[config.mk]
export PLATFORM = sky130hd
export DESIGN_NAME = polygon_area_3d_fan_flat
export DESIGN_NICKNAME = d
export VERILOG_FILES = /design/src/design/pa3f_pkg.sv /design/src/design/pa3f_channels.sv /design/src/design/pa3f_mag.sv /design/src/design/polygon_area_3d_fan.sv /design/src/flat_wrapper.sv
export VERILOG_INCLUDE_DIRS = /design/src /design/src/design
export SDC_FILE = /design/constraint.sdc
export NUM_CORES = 2
export LEC_CHECK = 0
export CAP_MARGIN = 20
export CORE_UTILIZATION = 50
export CTS_BUF_LIST = sky130_fd_sc_hd__clkbuf_4 sky130_fd_sc_hd__clkbuf_8
export DETAILED_ROUTE_END_ITERATION = 8
export DONT_BUFFER_PORTS = 1
export HOLD_SLACK_MARGIN = 0.12
export PLACE_DENSITY = 0.65
export SLEW_MARGIN = 15
export SYNTH_ARGS = -nofsm -noshare
export SYNTH_HDL_FRONTEND = slang
export SYNTH_SLANG_ARGS = --single-unit
[constraint.sdc]
create_clock -name clk -period 57.7 [get_ports clk]
set_clock_uncertainty 0.05 [all_clocks]
set_input_delay 0 -clock clk [delete_from_list [all_inputs] [get_ports clk]]
set_output_delay 0 -clock clk [all_outputs]
set_load 0.02 [all_outputs]
[src/design/polygon_area_3d_fan_defines.svh]
// ----------------------------------------------------------------------------
// polygon_area_3d_fan_defines
// assertion macros shared by the polygon area block
// ----------------------------------------------------------------------------
`ifndef POLYGON_AREA_3D_FAN_DEFINES_SVH
`define POLYGON_AREA_3D_FAN_DEFINES_SVH

// same-cycle implication, checking stops during reset
`define PA3F_CHECK(label, clk, rst_n, ante, cons, msg) \
    label: assert property (@(posedge clk) disable iff (!rst_n) (ante) |-> (cons)) \
        else $error(msg);

// next-cycle implication, checking stops during reset
`define PA3F_CHECK_NEXT(label, clk, rst_n, ante, cons, msg) \
    label: assert property (@(posedge clk) disable iff (!rst_n) (ante) |=> (cons)) \
        else $error(msg);

`endif

[src/design/pa3f_pkg.sv]
// ----------------------------------------------------------------------------
// pa3f_pkg
// shared constants and types of the fan-triangulated polygon area block
// ----------------------------------------------------------------------------
package pa3f_pkg;

    // default coordinate width
    localparam int COORD_BITS_DEF = 16;

    // width and full scale of the area result
    localparam int AREA_BITS = 48;
    localparam logic [AREA_BITS-1:0] AREA_MAX = {AREA_BITS{1'b1}};

    // status of the serial magnitude unit
    typedef struct packed {
        logic busy;
        logic done;
    } mag_status_t;

endpackage

[src/design/pa3f_channels.sv]
// ----------------------------------------------------------------------------
// pa3f_channels
// valid/ready channels for vertex beats and area result beats
// ----------------------------------------------------------------------------

// one vertex per beat
interface pa3f_vertex_if import pa3f_pkg::*;
#(
    parameter int COORD_BITS = COORD_BITS_DEF
) ();
    logic                         valid;
    logic                         ready;
    logic signed [COORD_BITS-1:0] x_coord;
    logic signed [COORD_BITS-1:0] y_coord;
    logic signed [COORD_BITS-1:0] z_coord;
    logic                         last_vertex;

    modport source
    (
        output valid, x_coord, y_coord, z_coord, last_vertex,
        input  ready
    );

    modport sink
    (
        input  valid, x_coord, y_coord, z_coord, last_vertex,
        output ready
    );
endinterface

// one element area per beat
interface pa3f_area_if import pa3f_pkg::*;
();
    logic                 valid;
    logic                 ready;
    logic [AREA_BITS-1:0] twice_area;
    logic                 degenerate;
    logic                 saturated;

    modport source
    (
        output valid, twice_area, degenerate, saturated,
        input  ready
    );

    modport sink
    (
        input  valid, twice_area, degenerate, saturated,
        output ready
    );
endinterface

[src/design/pa3f_mag.sv]
// ----------------------------------------------------------------------------
// pa3f_mag
// bit-serial magnitude unit: floor(sqrt(cx^2 + cy^2 + cz^2))
// squares one component after another by shift-and-add, one multiplier
// bit per cycle, then takes the root two radicand bits per cycle
// ----------------------------------------------------------------------------
`include "polygon_area_3d_fan_defines.svh"

module pa3f_mag import pa3f_pkg::*;
#(
    parameter int  COORD_BITS = COORD_BITS_DEF,
    localparam int CROSS_BITS = 2 * COORD_BITS + 2,
    localparam int ROOT_BITS  = CROSS_BITS
)
(
    input  logic                  clk,
    input  logic                  rst_n,
    input  logic                  start,
    input  logic [CROSS_BITS-1:0] cross_x,
    input  logic [CROSS_BITS-1:0] cross_y,
    input  logic [CROSS_BITS-1:0] cross_z,
    output mag_status_t           status,
    output logic [ROOT_BITS-1:0]  root
);

    localparam int MAG_BITS = CROSS_BITS - 1;
    localparam int SQ_BITS  = 2 * ROOT_BITS;
    localparam int REM_BITS = ROOT_BITS + 1;
    localparam int CNT_BITS = $clog2(CROSS_BITS);

    typedef enum logic [1:0] {
        MS_IDLE,
        MS_SQUARE,
        MS_ROOT
    } mag_state_t;

    mag_state_t          state_reg, state_next;
    logic                done_reg, done_next;
    logic [1:0]          comp_reg, comp_next;
    logic [CNT_BITS-1:0] cnt_reg, cnt_next;

    logic [MAG_BITS-1:0]  abs_reg[3];
    logic [MAG_BITS-1:0]  abs_next[3];
    logic [MAG_BITS-1:0]  mplier_reg, mplier_next;
    logic [SQ_BITS-1:0]   mcand_reg, mcand_next;
    logic [SQ_BITS-1:0]   sum_reg, sum_next;
    logic [REM_BITS-1:0]  rem_reg, rem_next;
    logic [ROOT_BITS-1:0] root_reg, root_next;

    logic [CROSS_BITS-1:0]  cross_in[3];
    logic [MAG_BITS-1:0]    abs_in[3];
    logic [REM_BITS+1:0]    rem_shift;
    logic [REM_BITS+1:0]    trial;
    logic [REM_BITS+1:0]    rem_diff;

    // component magnitudes
    always_comb
    begin
        cross_in[0] = cross_x;
        cross_in[1] = cross_y;
        cross_in[2] = cross_z;
        for (int i = 0; i < 3; i++)
        begin
            if (cross_in[i][CROSS_BITS-1])
                abs_in[i] = MAG_BITS'(-cross_in[i]);
            else
                abs_in[i] = cross_in[i][MAG_BITS-1:0];
        end
    end

    // root digit trial
    always_comb
    begin
        rem_shift = {rem_reg, sum_reg[SQ_BITS-1 -: 2]};
        trial     = {1'b0, root_reg, 2'b01};
        rem_diff  = rem_shift - trial;
    end

    // sequencer
    always_comb
    begin
        state_next  = state_reg;
        done_next   = 1'b0;
        comp_next   = comp_reg;
        cnt_next    = cnt_reg;
        abs_next    = abs_reg;
        mplier_next = mplier_reg;
        mcand_next  = mcand_reg;
        sum_next    = sum_reg;
        rem_next    = rem_reg;
        root_next   = root_reg;

        case (state_reg)
            MS_IDLE:
            begin
                if (start)
                begin
                    abs_next    = abs_in;
                    mplier_next = abs_in[0];
                    mcand_next  = SQ_BITS'(abs_in[0]);
                    sum_next    = '0;
                    comp_next   = 2'd0;
                    cnt_next    = '0;
                    state_next  = MS_SQUARE;
                end
            end

            MS_SQUARE:
            begin
                if (mplier_reg[0])
                    sum_next = sum_reg + mcand_reg;
                mplier_next = mplier_reg >> 1;
                mcand_next  = mcand_reg << 1;
                cnt_next    = cnt_reg + 1'b1;
                if (cnt_reg == CNT_BITS'(MAG_BITS - 1))
                begin
                    cnt_next = '0;
                    if (comp_reg == 2'd2)
                    begin
                        rem_next   = '0;
                        root_next  = '0;
                        state_next = MS_ROOT;
                    end
                    else
                    begin
                        // next component moves to the front
                        comp_next   = comp_reg + 2'd1;
                        abs_next[0] = abs_reg[1];
                        abs_next[1] = abs_reg[2];
                        mplier_next = abs_reg[1];
                        mcand_next  = SQ_BITS'(abs_reg[1]);
                    end
                end
            end

            MS_ROOT:
            begin
                sum_next = sum_reg << 2;
                if (!rem_diff[REM_BITS+1])
                begin
                    rem_next  = rem_diff[REM_BITS-1:0];
                    root_next = {root_reg[ROOT_BITS-2:0], 1'b1};
                end
                else
                begin
                    rem_next  = rem_shift[REM_BITS-1:0];
                    root_next = {root_reg[ROOT_BITS-2:0], 1'b0};
                end
                cnt_next = cnt_reg + 1'b1;
                if (cnt_reg == CNT_BITS'(ROOT_BITS - 1))
                begin
                    cnt_next   = '0;
                    done_next  = 1'b1;
                    state_next = MS_IDLE;
                end
            end

            default:
            begin
                state_next = MS_IDLE;
            end
        endcase
    end

    // control registers
    always_ff @(posedge clk or negedge rst_n)
    begin
        if (!rst_n)
        begin
            state_reg <= MS_IDLE;
            done_reg  <= 1'b0;
            comp_reg  <= 2'd0;
            cnt_reg   <= '0;
        end
        else
        begin
            state_reg <= state_next;
            done_reg  <= done_next;
            comp_reg  <= comp_next;
            cnt_reg   <= cnt_next;
        end
    end

    // datapath registers
    always_ff @(posedge clk)
    begin
        abs_reg    <= abs_next;
        mplier_reg <= mplier_next;
        mcand_reg  <= mcand_next;
        sum_reg    <= sum_next;
        rem_reg    <= rem_next;
        root_reg   <= root_next;
    end

    assign status.busy = (state_reg != MS_IDLE);
    assign status.done = done_reg;
    assign root        = root_reg;

    // checks
    `PA3F_CHECK(a_start_when_idle, clk, rst_n, start, state_reg == MS_IDLE, "start while busy")
    `PA3F_CHECK_NEXT(a_done_single, clk, rst_n, done_reg, !done_reg, "done held over two cycles")
    `PA3F_CHECK(a_idle_after_root, clk, rst_n, $fell(status.busy), done_reg, "busy dropped without done")

endmodule

[src/design/polygon_area_3d_fan.sv]
// ----------------------------------------------------------------------------
// polygon_area_3d_fan
// twice the area of one surface element by fan triangulation from its
// first vertex; cross products are formed bit-serially, their length by
// a bit-serial square and root unit, and summed with saturation
// ----------------------------------------------------------------------------
//
//   port     dir   beat
//   -------  ----  -------------------------------------------------------
//   vertex   in    x_coord, y_coord, z_coord, last_vertex: one vertex
//   result   out   twice_area, degenerate, saturated: one per element
//
// a vertex that closes a fan triangle (third and later) goes through
// COORD_BITS + 1 cross product steps, 3 * (2 * COORD_BITS + 1) squaring
// steps and 2 * COORD_BITS + 2 root steps, one bit each, with the
// launch and magnitude wait states for handoff.
// first and second vertices are taken in idle; a last vertex goes on to
// emit to load the result register, and waits there while result is stalled.
// the result register lets the next element start while a beat waits.
// reset clears all element state; no clearing pass is needed.
// ----------------------------------------------------------------------------
`include "polygon_area_3d_fan_defines.svh"

module polygon_area_3d_fan import pa3f_pkg::*;
#(
    parameter int COORD_BITS = COORD_BITS_DEF
)
(
    input  logic          clk,
    input  logic          rst_n,
    pa3f_vertex_if.sink   vertex,
    pa3f_area_if.source   result
);

    localparam int DIFF_BITS  = COORD_BITS + 1;
    localparam int CROSS_BITS = 2 * DIFF_BITS;
    localparam int ROOT_BITS  = CROSS_BITS;
    localparam int CNT_BITS   = $clog2(DIFF_BITS);
    localparam logic [1:0] SEEN_FULL = 2'd3;

    typedef enum logic [2:0] {
        ST_IDLE,
        ST_CROSS,
        ST_LAUNCH,
        ST_MAG,
        ST_EMIT
    } state_t;

    state_t state_reg, state_next;

    logic [COORD_BITS-1:0] first_reg[3];
    logic [COORD_BITS-1:0] first_next[3];
    logic [COORD_BITS-1:0] prev_reg[3];
    logic [COORD_BITS-1:0] prev_next[3];
    logic [1:0]            seen_reg, seen_next;
    logic [AREA_BITS-1:0]  sum_reg, sum_next;
    logic                  sat_reg, sat_next;
    logic                  last_reg, last_next;
    logic [CNT_BITS-1:0]   cnt_reg, cnt_next;

    logic [CROSS_BITS-1:0] mcand_a_reg[3];
    logic [CROSS_BITS-1:0] mcand_a_next[3];
    logic [CROSS_BITS-1:0] mcand_b_reg[3];
    logic [CROSS_BITS-1:0] mcand_b_next[3];
    logic [DIFF_BITS-1:0]  mplier_a_reg[3];
    logic [DIFF_BITS-1:0]  mplier_a_next[3];
    logic [DIFF_BITS-1:0]  mplier_b_reg[3];
    logic [DIFF_BITS-1:0]  mplier_b_next[3];
    logic [CROSS_BITS-1:0] acc_reg[3];
    logic [CROSS_BITS-1:0] acc_next[3];

    logic                  out_valid_reg, out_valid_next;
    logic [AREA_BITS-1:0]  out_area_reg, out_area_next;
    logic                  out_degen_reg, out_degen_next;
    logic                  out_sat_reg, out_sat_next;

    logic [COORD_BITS-1:0] cur[3];
    logic [DIFF_BITS-1:0]  u_diff[3];
    logic [DIFF_BITS-1:0]  v_diff[3];
    logic [DIFF_BITS-1:0]  op_a1[3];
    logic [DIFF_BITS-1:0]  op_b1[3];
    logic [DIFF_BITS-1:0]  op_a2[3];
    logic [DIFF_BITS-1:0]  op_b2[3];
    logic [CROSS_BITS-1:0] term_a[3];
    logic [CROSS_BITS-1:0] term_b[3];
    logic [AREA_BITS:0]    sum_wide;
    logic                  in_beat;
    logic                  out_free;
    logic                  mag_start;
    mag_status_t           mag_status;
    logic [ROOT_BITS-1:0]  mag_root;

    assign in_beat  = vertex.valid && vertex.ready;
    assign out_free = !out_valid_reg || result.ready;

    // edge vectors from the first vertex
    always_comb
    begin
        cur[0] = vertex.x_coord;
        cur[1] = vertex.y_coord;
        cur[2] = vertex.z_coord;
        for (int i = 0; i < 3; i++)
        begin
            u_diff[i] = {prev_reg[i][COORD_BITS-1], prev_reg[i]}
                      - {first_reg[i][COORD_BITS-1], first_reg[i]};
            v_diff[i] = {cur[i][COORD_BITS-1], cur[i]}
                      - {first_reg[i][COORD_BITS-1], first_reg[i]};
        end
    end

    // cross product operand routing: c = a1 * b1 - a2 * b2 per lane
    always_comb
    begin
        op_a1[0] = u_diff[1]; op_b1[0] = v_diff[2]; op_a2[0] = u_diff[2]; op_b2[0] = v_diff[1];
        op_a1[1] = u_diff[2]; op_b1[1] = v_diff[0]; op_a2[1] = u_diff[0]; op_b2[1] = v_diff[2];
        op_a1[2] = u_diff[0]; op_b1[2] = v_diff[1]; op_a2[2] = u_diff[1]; op_b2[2] = v_diff[0];
    end

    // partial products of the current multiplier bit
    always_comb
    begin
        for (int k = 0; k < 3; k++)
        begin
            term_a[k] = mplier_a_reg[k][0] ? mcand_a_reg[k] : '0;
            term_b[k] = mplier_b_reg[k][0] ? mcand_b_reg[k] : '0;
        end
    end

    // running sum with triangle length
    assign sum_wide = {1'b0, sum_reg} + (AREA_BITS + 1)'(mag_root);

    // sequencer
    always_comb
    begin
        state_next     = state_reg;
        first_next     = first_reg;
        prev_next      = prev_reg;
        seen_next      = seen_reg;
        sum_next       = sum_reg;
        sat_next       = sat_reg;
        last_next      = last_reg;
        cnt_next       = cnt_reg;
        mcand_a_next   = mcand_a_reg;
        mcand_b_next   = mcand_b_reg;
        mplier_a_next  = mplier_a_reg;
        mplier_b_next  = mplier_b_reg;
        acc_next       = acc_reg;
        out_valid_next = out_valid_reg && !result.ready;
        out_area_next  = out_area_reg;
        out_degen_next = out_degen_reg;
        out_sat_next   = out_sat_reg;
        mag_start      = 1'b0;

        case (state_reg)
            ST_IDLE:
            begin
                if (in_beat)
                begin
                    if (seen_reg == 2'd0)
                        first_next = cur;
                    prev_next = cur;
                    seen_next = (seen_reg == SEEN_FULL) ? SEEN_FULL : seen_reg + 2'd1;
                    last_next = vertex.last_vertex;
                    if (seen_reg[1])
                    begin
                        // load the three cross product lanes
                        for (int k = 0; k < 3; k++)
                        begin
                            mcand_a_next[k]  = {{(CROSS_BITS-DIFF_BITS){op_a1[k][DIFF_BITS-1]}},
                                                op_a1[k]};
                            mcand_b_next[k]  = {{(CROSS_BITS-DIFF_BITS){op_a2[k][DIFF_BITS-1]}},
                                                op_a2[k]};
                            mplier_a_next[k] = op_b1[k];
                            mplier_b_next[k] = op_b2[k];
                            acc_next[k]      = '0;
                        end
                        cnt_next   = '0;
                        state_next = ST_CROSS;
                    end
                    else if (vertex.last_vertex)
                    begin
                        state_next = ST_EMIT;
                    end
                end
            end

            ST_CROSS:
            begin
                // sign bit of the multiplier weighs negative
                for (int k = 0; k < 3; k++)
                begin
                    if (cnt_reg == CNT_BITS'(DIFF_BITS - 1))
                        acc_next[k] = acc_reg[k] - term_a[k] + term_b[k];
                    else
                        acc_next[k] = acc_reg[k] + term_a[k] - term_b[k];
                    mcand_a_next[k]  = mcand_a_reg[k] << 1;
                    mcand_b_next[k]  = mcand_b_reg[k] << 1;
                    mplier_a_next[k] = mplier_a_reg[k] >> 1;
                    mplier_b_next[k] = mplier_b_reg[k] >> 1;
                end
                cnt_next = cnt_reg + 1'b1;
                if (cnt_reg == CNT_BITS'(DIFF_BITS - 1))
                    state_next = ST_LAUNCH;
            end

            ST_LAUNCH:
            begin
                mag_start  = 1'b1;
                state_next = ST_MAG;
            end

            ST_MAG:
            begin
                if (mag_status.done)
                begin
                    if (sum_wide[AREA_BITS])
                    begin
                        sum_next = AREA_MAX;
                        sat_next = 1'b1;
                    end
                    else
                    begin
                        sum_next = sum_wide[AREA_BITS-1:0];
                    end
                    state_next = last_reg ? ST_EMIT : ST_IDLE;
                end
            end

            ST_EMIT:
            begin
                if (out_free)
                begin
                    out_valid_next = 1'b1;
                    if (seen_reg == SEEN_FULL)
                    begin
                        out_area_next  = sum_reg;
                        out_degen_next = 1'b0;
                        out_sat_next   = sat_reg;
                    end
                    else
                    begin
                        out_area_next  = '0;
                        out_degen_next = 1'b1;
                        out_sat_next   = 1'b0;
                    end
                    // element closed, start afresh
                    for (int i = 0; i < 3; i++)
                    begin
                        first_next[i] = '0;
                        prev_next[i]  = '0;
                    end
                    seen_next  = 2'd0;
                    sum_next   = '0;
                    sat_next   = 1'b0;
                    state_next = ST_IDLE;
                end
            end

            default:
            begin
                state_next = ST_IDLE;
            end
        endcase
    end

    // state and element registers
    always_ff @(posedge clk or negedge rst_n)
    begin
        if (!rst_n)
        begin
            state_reg     <= ST_IDLE;
            out_valid_reg <= 1'b0;
            for (int i = 0; i < 3; i++)
            begin
                first_reg[i] <= '0;
                prev_reg[i]  <= '0;
            end
            seen_reg <= 2'd0;
            sum_reg  <= '0;
            sat_reg  <= 1'b0;
            last_reg <= 1'b0;
            cnt_reg  <= '0;
        end
        else
        begin
            state_reg     <= state_next;
            out_valid_reg <= out_valid_next;
            first_reg     <= first_next;
            prev_reg      <= prev_next;
            seen_reg      <= seen_next;
            sum_reg       <= sum_next;
            sat_reg       <= sat_next;
            last_reg      <= last_next;
            cnt_reg       <= cnt_next;
        end
    end

    // cross lanes and result payload
    always_ff @(posedge clk)
    begin
        mcand_a_reg   <= mcand_a_next;
        mcand_b_reg   <= mcand_b_next;
        mplier_a_reg  <= mplier_a_next;
        mplier_b_reg  <= mplier_b_next;
        acc_reg       <= acc_next;
        out_area_reg  <= out_area_next;
        out_degen_reg <= out_degen_next;
        out_sat_reg   <= out_sat_next;
    end

    // triangle length unit
    pa3f_mag #(
        .COORD_BITS (COORD_BITS)
    ) u_mag (
        .clk     (clk),
        .rst_n   (rst_n),
        .start   (mag_start),
        .cross_x (acc_reg[0]),
        .cross_y (acc_reg[1]),
        .cross_z (acc_reg[2]),
        .status  (mag_status),
        .root    (mag_root)
    );

    assign vertex.ready      = (state_reg == ST_IDLE);
    assign result.valid      = out_valid_reg;
    assign result.twice_area = out_area_reg;
    assign result.degenerate = out_degen_reg;
    assign result.saturated  = out_sat_reg;

    // checks
    `PA3F_CHECK(a_sat_full_scale, clk, rst_n, sat_reg, sum_reg == AREA_MAX, "saturated sum below full scale")
    `PA3F_CHECK(a_degen_empty, clk, rst_n, out_valid_reg && out_degen_reg, (out_area_reg == '0) && !out_sat_reg, "short element with area")
    `PA3F_CHECK(a_result_from_emit, clk, rst_n, $rose(out_valid_reg), $past(state_reg) == ST_EMIT, "result beat outside emit")
    `PA3F_CHECK(a_mag_done_waited, clk, rst_n, mag_status.done, state_reg == ST_MAG, "magnitude done while not waiting")

endmodule
[src/flat_wrapper.sv]
// flat-port wrapper written by rule: the top's interface ports become plain ports
module polygon_area_3d_fan_flat import pa3f_pkg::*;
#(
    parameter int COORD_BITS = COORD_BITS_DEF
)
  (clk, rst_n, vertex_valid, vertex_x_coord, vertex_y_coord, vertex_z_coord, vertex_last_vertex, vertex_ready, result_valid, result_twice_area, result_degenerate, result_saturated, result_ready);
  pa3f_vertex_if #(.COORD_BITS(COORD_BITS)) vertex_i ();
  pa3f_area_if result_i ();
  input  logic clk;
  input  logic rst_n;
  input wire logic [$bits(vertex_i.valid)-1:0] vertex_valid;
  input wire logic [$bits(vertex_i.x_coord)-1:0] vertex_x_coord;
  input wire logic [$bits(vertex_i.y_coord)-1:0] vertex_y_coord;
  input wire logic [$bits(vertex_i.z_coord)-1:0] vertex_z_coord;
  input wire logic [$bits(vertex_i.last_vertex)-1:0] vertex_last_vertex;
  output wire logic [$bits(vertex_i.ready)-1:0] vertex_ready;
  output wire logic [$bits(result_i.valid)-1:0] result_valid;
  output wire logic [$bits(result_i.twice_area)-1:0] result_twice_area;
  output wire logic [$bits(result_i.degenerate)-1:0] result_degenerate;
  output wire logic [$bits(result_i.saturated)-1:0] result_saturated;
  input wire logic [$bits(result_i.ready)-1:0] result_ready;
  assign vertex_i.valid = vertex_valid;
  assign vertex_i.x_coord = vertex_x_coord;
  assign vertex_i.y_coord = vertex_y_coord;
  assign vertex_i.z_coord = vertex_z_coord;
  assign vertex_i.last_vertex = vertex_last_vertex;
  assign vertex_ready = vertex_i.ready;
  assign result_valid = result_i.valid;
  assign result_twice_area = result_i.twice_area;
  assign result_degenerate = result_i.degenerate;
  assign result_saturated = result_i.saturated;
  assign result_i.ready = result_ready;
  polygon_area_3d_fan #(.COORD_BITS(COORD_BITS)) u_core (.clk(clk), .rst_n(rst_n), .vertex(vertex_i), .result(result_i));
endmodule
======== Yosys cells after proc, flatten, opt, wreduce, memory -nomap -nowiden ========
Cells that the tools add are included.
word-level totals
  register bits ........................... 930
  output and inout bits ................... 52
cells by class
  add/subtract/negate cells ............... 28
  eq/ne operators ......................... 25
  muxes and demuxes ....................... 97
  reductions and logical operators ........ 29
operator list
  kind                                  number
  2-to-1 mux 102 bit                    6
  one-hot mux 102 bit (2 select lines)  3
  2-to-1 mux 34 bit                     11
  2-to-1 mux 68 bit                     5
  2-to-1 mux 48 bit                     6
  one-hot mux 48 bit (2 select lines)   3
  2-to-1 mux 33 bit                     8
  adder 34 bit                          6
  2-to-1 mux 51 bit                     4
  one-hot mux 51 bit (2 select lines)   2
  one-hot mux 68 bit (3 select lines)   1
  subtractor 34 bit                     6
  one-hot mux 68 bit (2 select lines)   1
  one-hot mux 33 bit (2 select lines)   2
  2-to-1 mux 35 bit                     3
  subtractor 16 x 16 -> 17 bit          6
  negator 33 bit                        3
  one-hot mux 35 bit (2 select lines)   1
  adder 68 bit                          1
  one-hot mux 34 bit (2 select lines)   1
  2-to-1 mux 66 bit                     1
  adder 48 x 34 -> 49 bit               1
  subtractor 37 x 36 -> 37 bit          1
  2-to-1 mux 3 bit                      7
  34 further kinds                      90

======== Longest topological paths before layout ========
  depth in word-level cells ............... 5
  depth in mapped cells ................... 19
  mapped depth without buffers ............ 17

======== By module ========
Synthesis repeated with hierarchy kept, for this count alone.
second synthesis, totals
  cells, all modules ...................... 6775
  area total of the unflattened synthesis .. 61094.8 µm²
by module, submodules not included
  module               instances  cells an instance  area an instance (µm²)  sequential area each (µm²)
  polygon_area_3d_fan  1          4676               40567.7                 13087.6
  pa3f_mag             1          2099               20527.2                 9404.0

======== Worst setup path after synthesis ========
No wires, ideal clock.
  path kind ............................... register to register
  start point ............................. register u_core.state_reg[1]
  end point ............................... register u_core.cnt_reg[3]
  data arrival time ....................... 19.902 ns
  required time ........................... 57.572 ns
  path slack .............................. 37.671 ns
  cell stages (with the launch flop) ...... 6
  path buffers ............................ 1
  period minus slack after synthesis ...... 20.029 ns
  cells stage by stage .................... dfrtp_1 -> clkbuf_1 -> nor3_1 -> nand4_1 -> xor2_1 -> a21oi_1
between the ends
  longest elaborated chain between the ends .. 4
  elaborated cells between the ends (all ways) .. 8
  classes of those cells .................. eq/ne: 3; mux: 1; reduce/logical: 4
RTL lines
  element                        line                                                    source
  start: declaration             polygon_area_3d_fan.sv:49                               state_t state_reg, state_next;
  start signal: assignment       polygon_area_3d_fan.sv:286                              state_reg <= state_next;
  logical NOT 3 bit              polygon_area_3d_fan.sv:154, polygon_area_3d_fan.sv:325
  logical AND 1 bit              polygon_area_3d_fan.sv:93                               assign in_beat = vertex.valid && vertex.ready;
  != test 2 bit (no line)        --
  AND reduction 3 bit (no line)  --
  end signal: assignment         polygon_area_3d_fan.sv:294                              cnt_reg <= cnt_next;
  end: declaration               polygon_area_3d_fan.sv:59                               logic [CNT_BITS-1:0] cnt_reg, cnt_next;
Several ways; a longest one is shown, not always the timed one.
A chain may end at the register's enable or synchronous reset.

======== Final worst setup path ========
  start point ............................. register u_core.mplier_b_reg[34] (netlist bit)
  end point ............................... register u_core.acc_reg[101] (netlist bit) (data pin)
between the ends
  longest elaborated chain between the ends .. 4
  elaborated cells between the ends (all ways) .. 5
  classes of those cells .................. add/sub: 2; mux: 3
RTL lines
  element                                                   line                                                    source
  start: declaration                                        polygon_area_3d_fan.sv:67                               logic [DIFF_BITS-1:0] mplier_b_reg[3];
  start signal: assignment                                  polygon_area_3d_fan.sv:304                              mplier_b_reg <= mplier_b_next;
  2-to-1 mux 34 bit *                                       polygon_area_3d_fan.sv:125                              term_b[k] = mplier_b_reg[k][0] ? mcand_b_reg[k] : '0;
  subtractor 34 bit / adder 34 bit (equally long branches)  polygon_area_3d_fan.sv:195, polygon_area_3d_fan.sv:193
  2-to-1 mux 34 bit *                                       polygon_area_3d_fan.sv:192                              if (cnt_reg == CNT_BITS'(DIFF_BITS - 1))
  one-hot mux 102 bit (2 select lines) *                    polygon_area_3d_fan.sv:154                              case (state_reg)
  end signal: assignment                                    polygon_area_3d_fan.sv:305                              acc_reg <= acc_next;
  end: declaration                                          polygon_area_3d_fan.sv:69                               logic [CROSS_BITS-1:0] acc_reg[3];
Mark *: on every way between the ends. The rest lies on a longest branch, timed or not.

==> run metrics <==
status=complete, no violations; post-CTS setup buffer count=0; Die H=350.4 um; largest family of logic cells by synthesized area=compound AO/OA/AOI/OAI gates; Final HPWL DP=111800 um; Avg Cell Area, Syn=9.067 sq um; via count=48.21k; RSZ-0062 raised after global routing=no; worst path required time=58.31 ns; largest net degree at the start of global routing=169; Syn Inst Count=approximately 6.7k; initial antenna violation count=2; critical path class=flop to flop; I/O pins=roughly 110; detailed-route DRC error count=0; synthesis warning total=0; f_max=178.9 MHz; startpoint class of the critical path=flop; IO Port Bufs=0; Row Count=127; clock-pin slew on the worst setup and hold paths=around 0.060 ns; total grt overflow=0; final wirelength=155800 um; final design utilization=55.90%; Final Total Pwr=1.198 mW; Clk Latency, worst-skew pair=0.88 ns; largest cells by area after synthesis=edfxtp_1 30%, ha_1 9.3%, dfrtp_1 6.9%; top cell type's share of synthesized area=30.13%; xor/xnor cell area share of the yosys netlist=6.219%; DP Cell Count=around 8.1k; Nets=7515; Post-CTS Resized=0; Final Setup Violations=0; Reg area=22490 sq um; area occupied by multi-input gates=34480 sq um; slowest stage delay, CP=0.64 ns; mux contribution to synthesized area=less than 1%; layout cells sized above 1=5.154%; Crit path max-delay family=compound AO/OA/AOI/OAI gates; Synth Flop Type=edfxtp_1; WP buf/inv=3; CP Max Fanout=68; Seq cells post-synth=777; final setup TNS=0 ns; Fillers=10.84k; vias in the first global route=47.50k; final non-filler cell total=8543; full die area=122800 sq um; post-synthesis cell type count=93; Max IR drop VDD=0.00002215 V; CTS tree=yes; die width=350.4 um; Seq/Total Area, Yosys=around 37%; Post-Syn Nets=7402; H-tree depth=4; Cell Chain, Critical Path=buf_4 -> nand2_1 -> inv_1 -> fa_1 -> inv_1 -> ha_1 -> a211oi_1 -> o21bai_1 -> o311a_1 -> a21oi_1 -> o22ai_1 -> a221oi_1 -> o21ai_0 -> a21oi_1 -> o21ai_0 -> mux2i_1 -> a221oi_1; Final period util=between 9 and 10%; Final ANT Viol Nets=0; Post-synth EDFFs=609; Root Driver=clkbuf_8; worst hold path class=input pin to flop; Critical Path Slowest Stage Cell=a221oi_1; Core Region=120100 sq um; routed vias/inst=5.643; Netlist Area Pre-Place=60700 sq um; slew of the pin with the lowest slew margin=approximately 1.1 ns; Overall Global Routing Usage=25.20%; Slew Limit Fails=0; adder-cell area share of the yosys netlist=16.05%; compound-gate portion of the synthesized area=between 10% and 20%; Starting Density=50.52%; Leak Pwr=30.71 nW; leading area contributor after synthesis=edfxtp_1; clk buf depth=3; max-cap violation count=0; routability cong.=0.9665; worst rel slew slack=26.14%; Tmin final=between 5 and 6 ns; Crit. End Element=flop; Pre-antenna DRT Iters=5; WP data arrival=6.21 ns; max reg flops=102; first-pass GRT wire length=about 250000 um; total CTS buffers=between 100 and 150; FFs w/ async S/R, synth=about 22%; Pwr Density=approximately 18 nW/um^2; Post-Synth Simple-Gate Area=14.65%; worst hold slack=between 0.2 and 0.3 ns; first-iteration detailed-routing DRC count=3243; WL per Instance=18.24 um; Area Growth Syn to Fin=10.64%; total clock sinks=777; final hold vios=0
area by class of cell:
cell class	instances	share of cell area (%)
multi-input cells	4886	51.35
flip-flops and latches	777	33.49
inverters	785	4.392
clock buffers	199	3.641
repair buffers	214	3.194
well taps	1612	3.003
clock inverters	66	0.9167
diodes	4	0.01491
synthesized netlist by cell type (77+ instances only):
master / count
ha_1: 449
inv_1: 784
fa_1: 206
nor2_1: 475
nand2_1: 826
nand3_1: 113
clkbuf_1: 219
o21ai_0: 448
and3_1: 91
dfrtp_1: 168
xor2_1: 135
o21a_1: 77
a21oi_1: 473
a21o_1: 230
nand2b_1: 80
edfxtp_1: 609
o31ai_1: 79
xnor2_1: 296
where the power goes:
part	internal (mW)	switching (mW)	leakage, nW
combinational	0.0131	0.0137	21.0
sequential	0.598	0.00000000000000000625	8.11
clock	0.316	0.258	1.62
per-stage QoR:
| step | instance area [sq um] | setup WS, ns |
|---|---|---|
| 2_1_floorplan | 60700 | 37.67 |
| 3_3_place_gp | 62290 | 52.32 |
| 3_5_place_dp | 62290 | 52.19 |
| 4_1_cts | 67120 | 52.16 |
| 5_1_grt | 67150 | 51.78 |
| 6_report | 67150 | 52.11 |
cell usage in the layout, fill, tap and decap left out, types with 69 or more instances in the layout:
cell type and instances:
xnor2_1 296, o21ai_0 448, o21a_1 76, nand2b_1 80, a211oi_1 69, dlygate4sd3_1 171, o31ai_1 79, fa_1 206
inv_1 782, clkbuf_8 152, edfxtp_1 609, nor2_1 471, xor2_1 134, and3_1 91, dfrtp_1 168, ha_1 448
nand3_1 113, a21oi_1 471, nand2_1 824, nor2b_1 72, a21o_1 230, nor3_1 70
worst min-delay path, cell delays in order:
cell	delay (ns)
dlygate4sd3_1	0.56
o21ai_0	0.19
o21ai_0	0.08
o22ai_1	0.20
a211oi_1	0.10
cells by family (layout without fill, tap and decap cells):
family	Yosys count	in the layout
AO/OA/AOI/OAI	1798	1798
flip-flops	777	777
XOR/XNOR	431	431
AND/OR/NAND/NOR	1957	1957
multiplexers	45	45
adder cells (fa/ha/maj)	655	655
buffers and inverters	1031	1264
other	0	4
routing by layer:
layer	vias to the layer above	wire, um	GRT usage (%)
li1	23525	-	-
met1	23327	73210	35.45
met2	1126	71360	40.47
met3	233	7738	3.457
met4	0	3528	7.228
met5	-	0	0
path summary, 6_finish.rpt:
check                                         from              endpoint  slack, ns  cells past startpoint
min                             vertex_last_vertex   u_core.state_reg[0]       0.27                      5
max in group asynchronous                    rst_n    u_core.sum_reg[30]      56.40                      4
max                        u_core.mplier_b_reg[34]   u_core.acc_reg[101]      52.11                     17
min in group asynchronous                    rst_n   u_core.prev_reg[17]       0.32                      4
max reg2reg                u_core.mplier_b_reg[34]   u_core.acc_reg[101]      52.11                     17
min reg2reg                   u_core.first_reg[18]  u_core.first_reg[18]       0.43                      2
repair_timing:
action                                 CTS  global route
endpoints found under the hold margin  407             0
setup endpoints to repair                0             0
hold buffers                           173             0
Power figures use the tool's default switching activity.
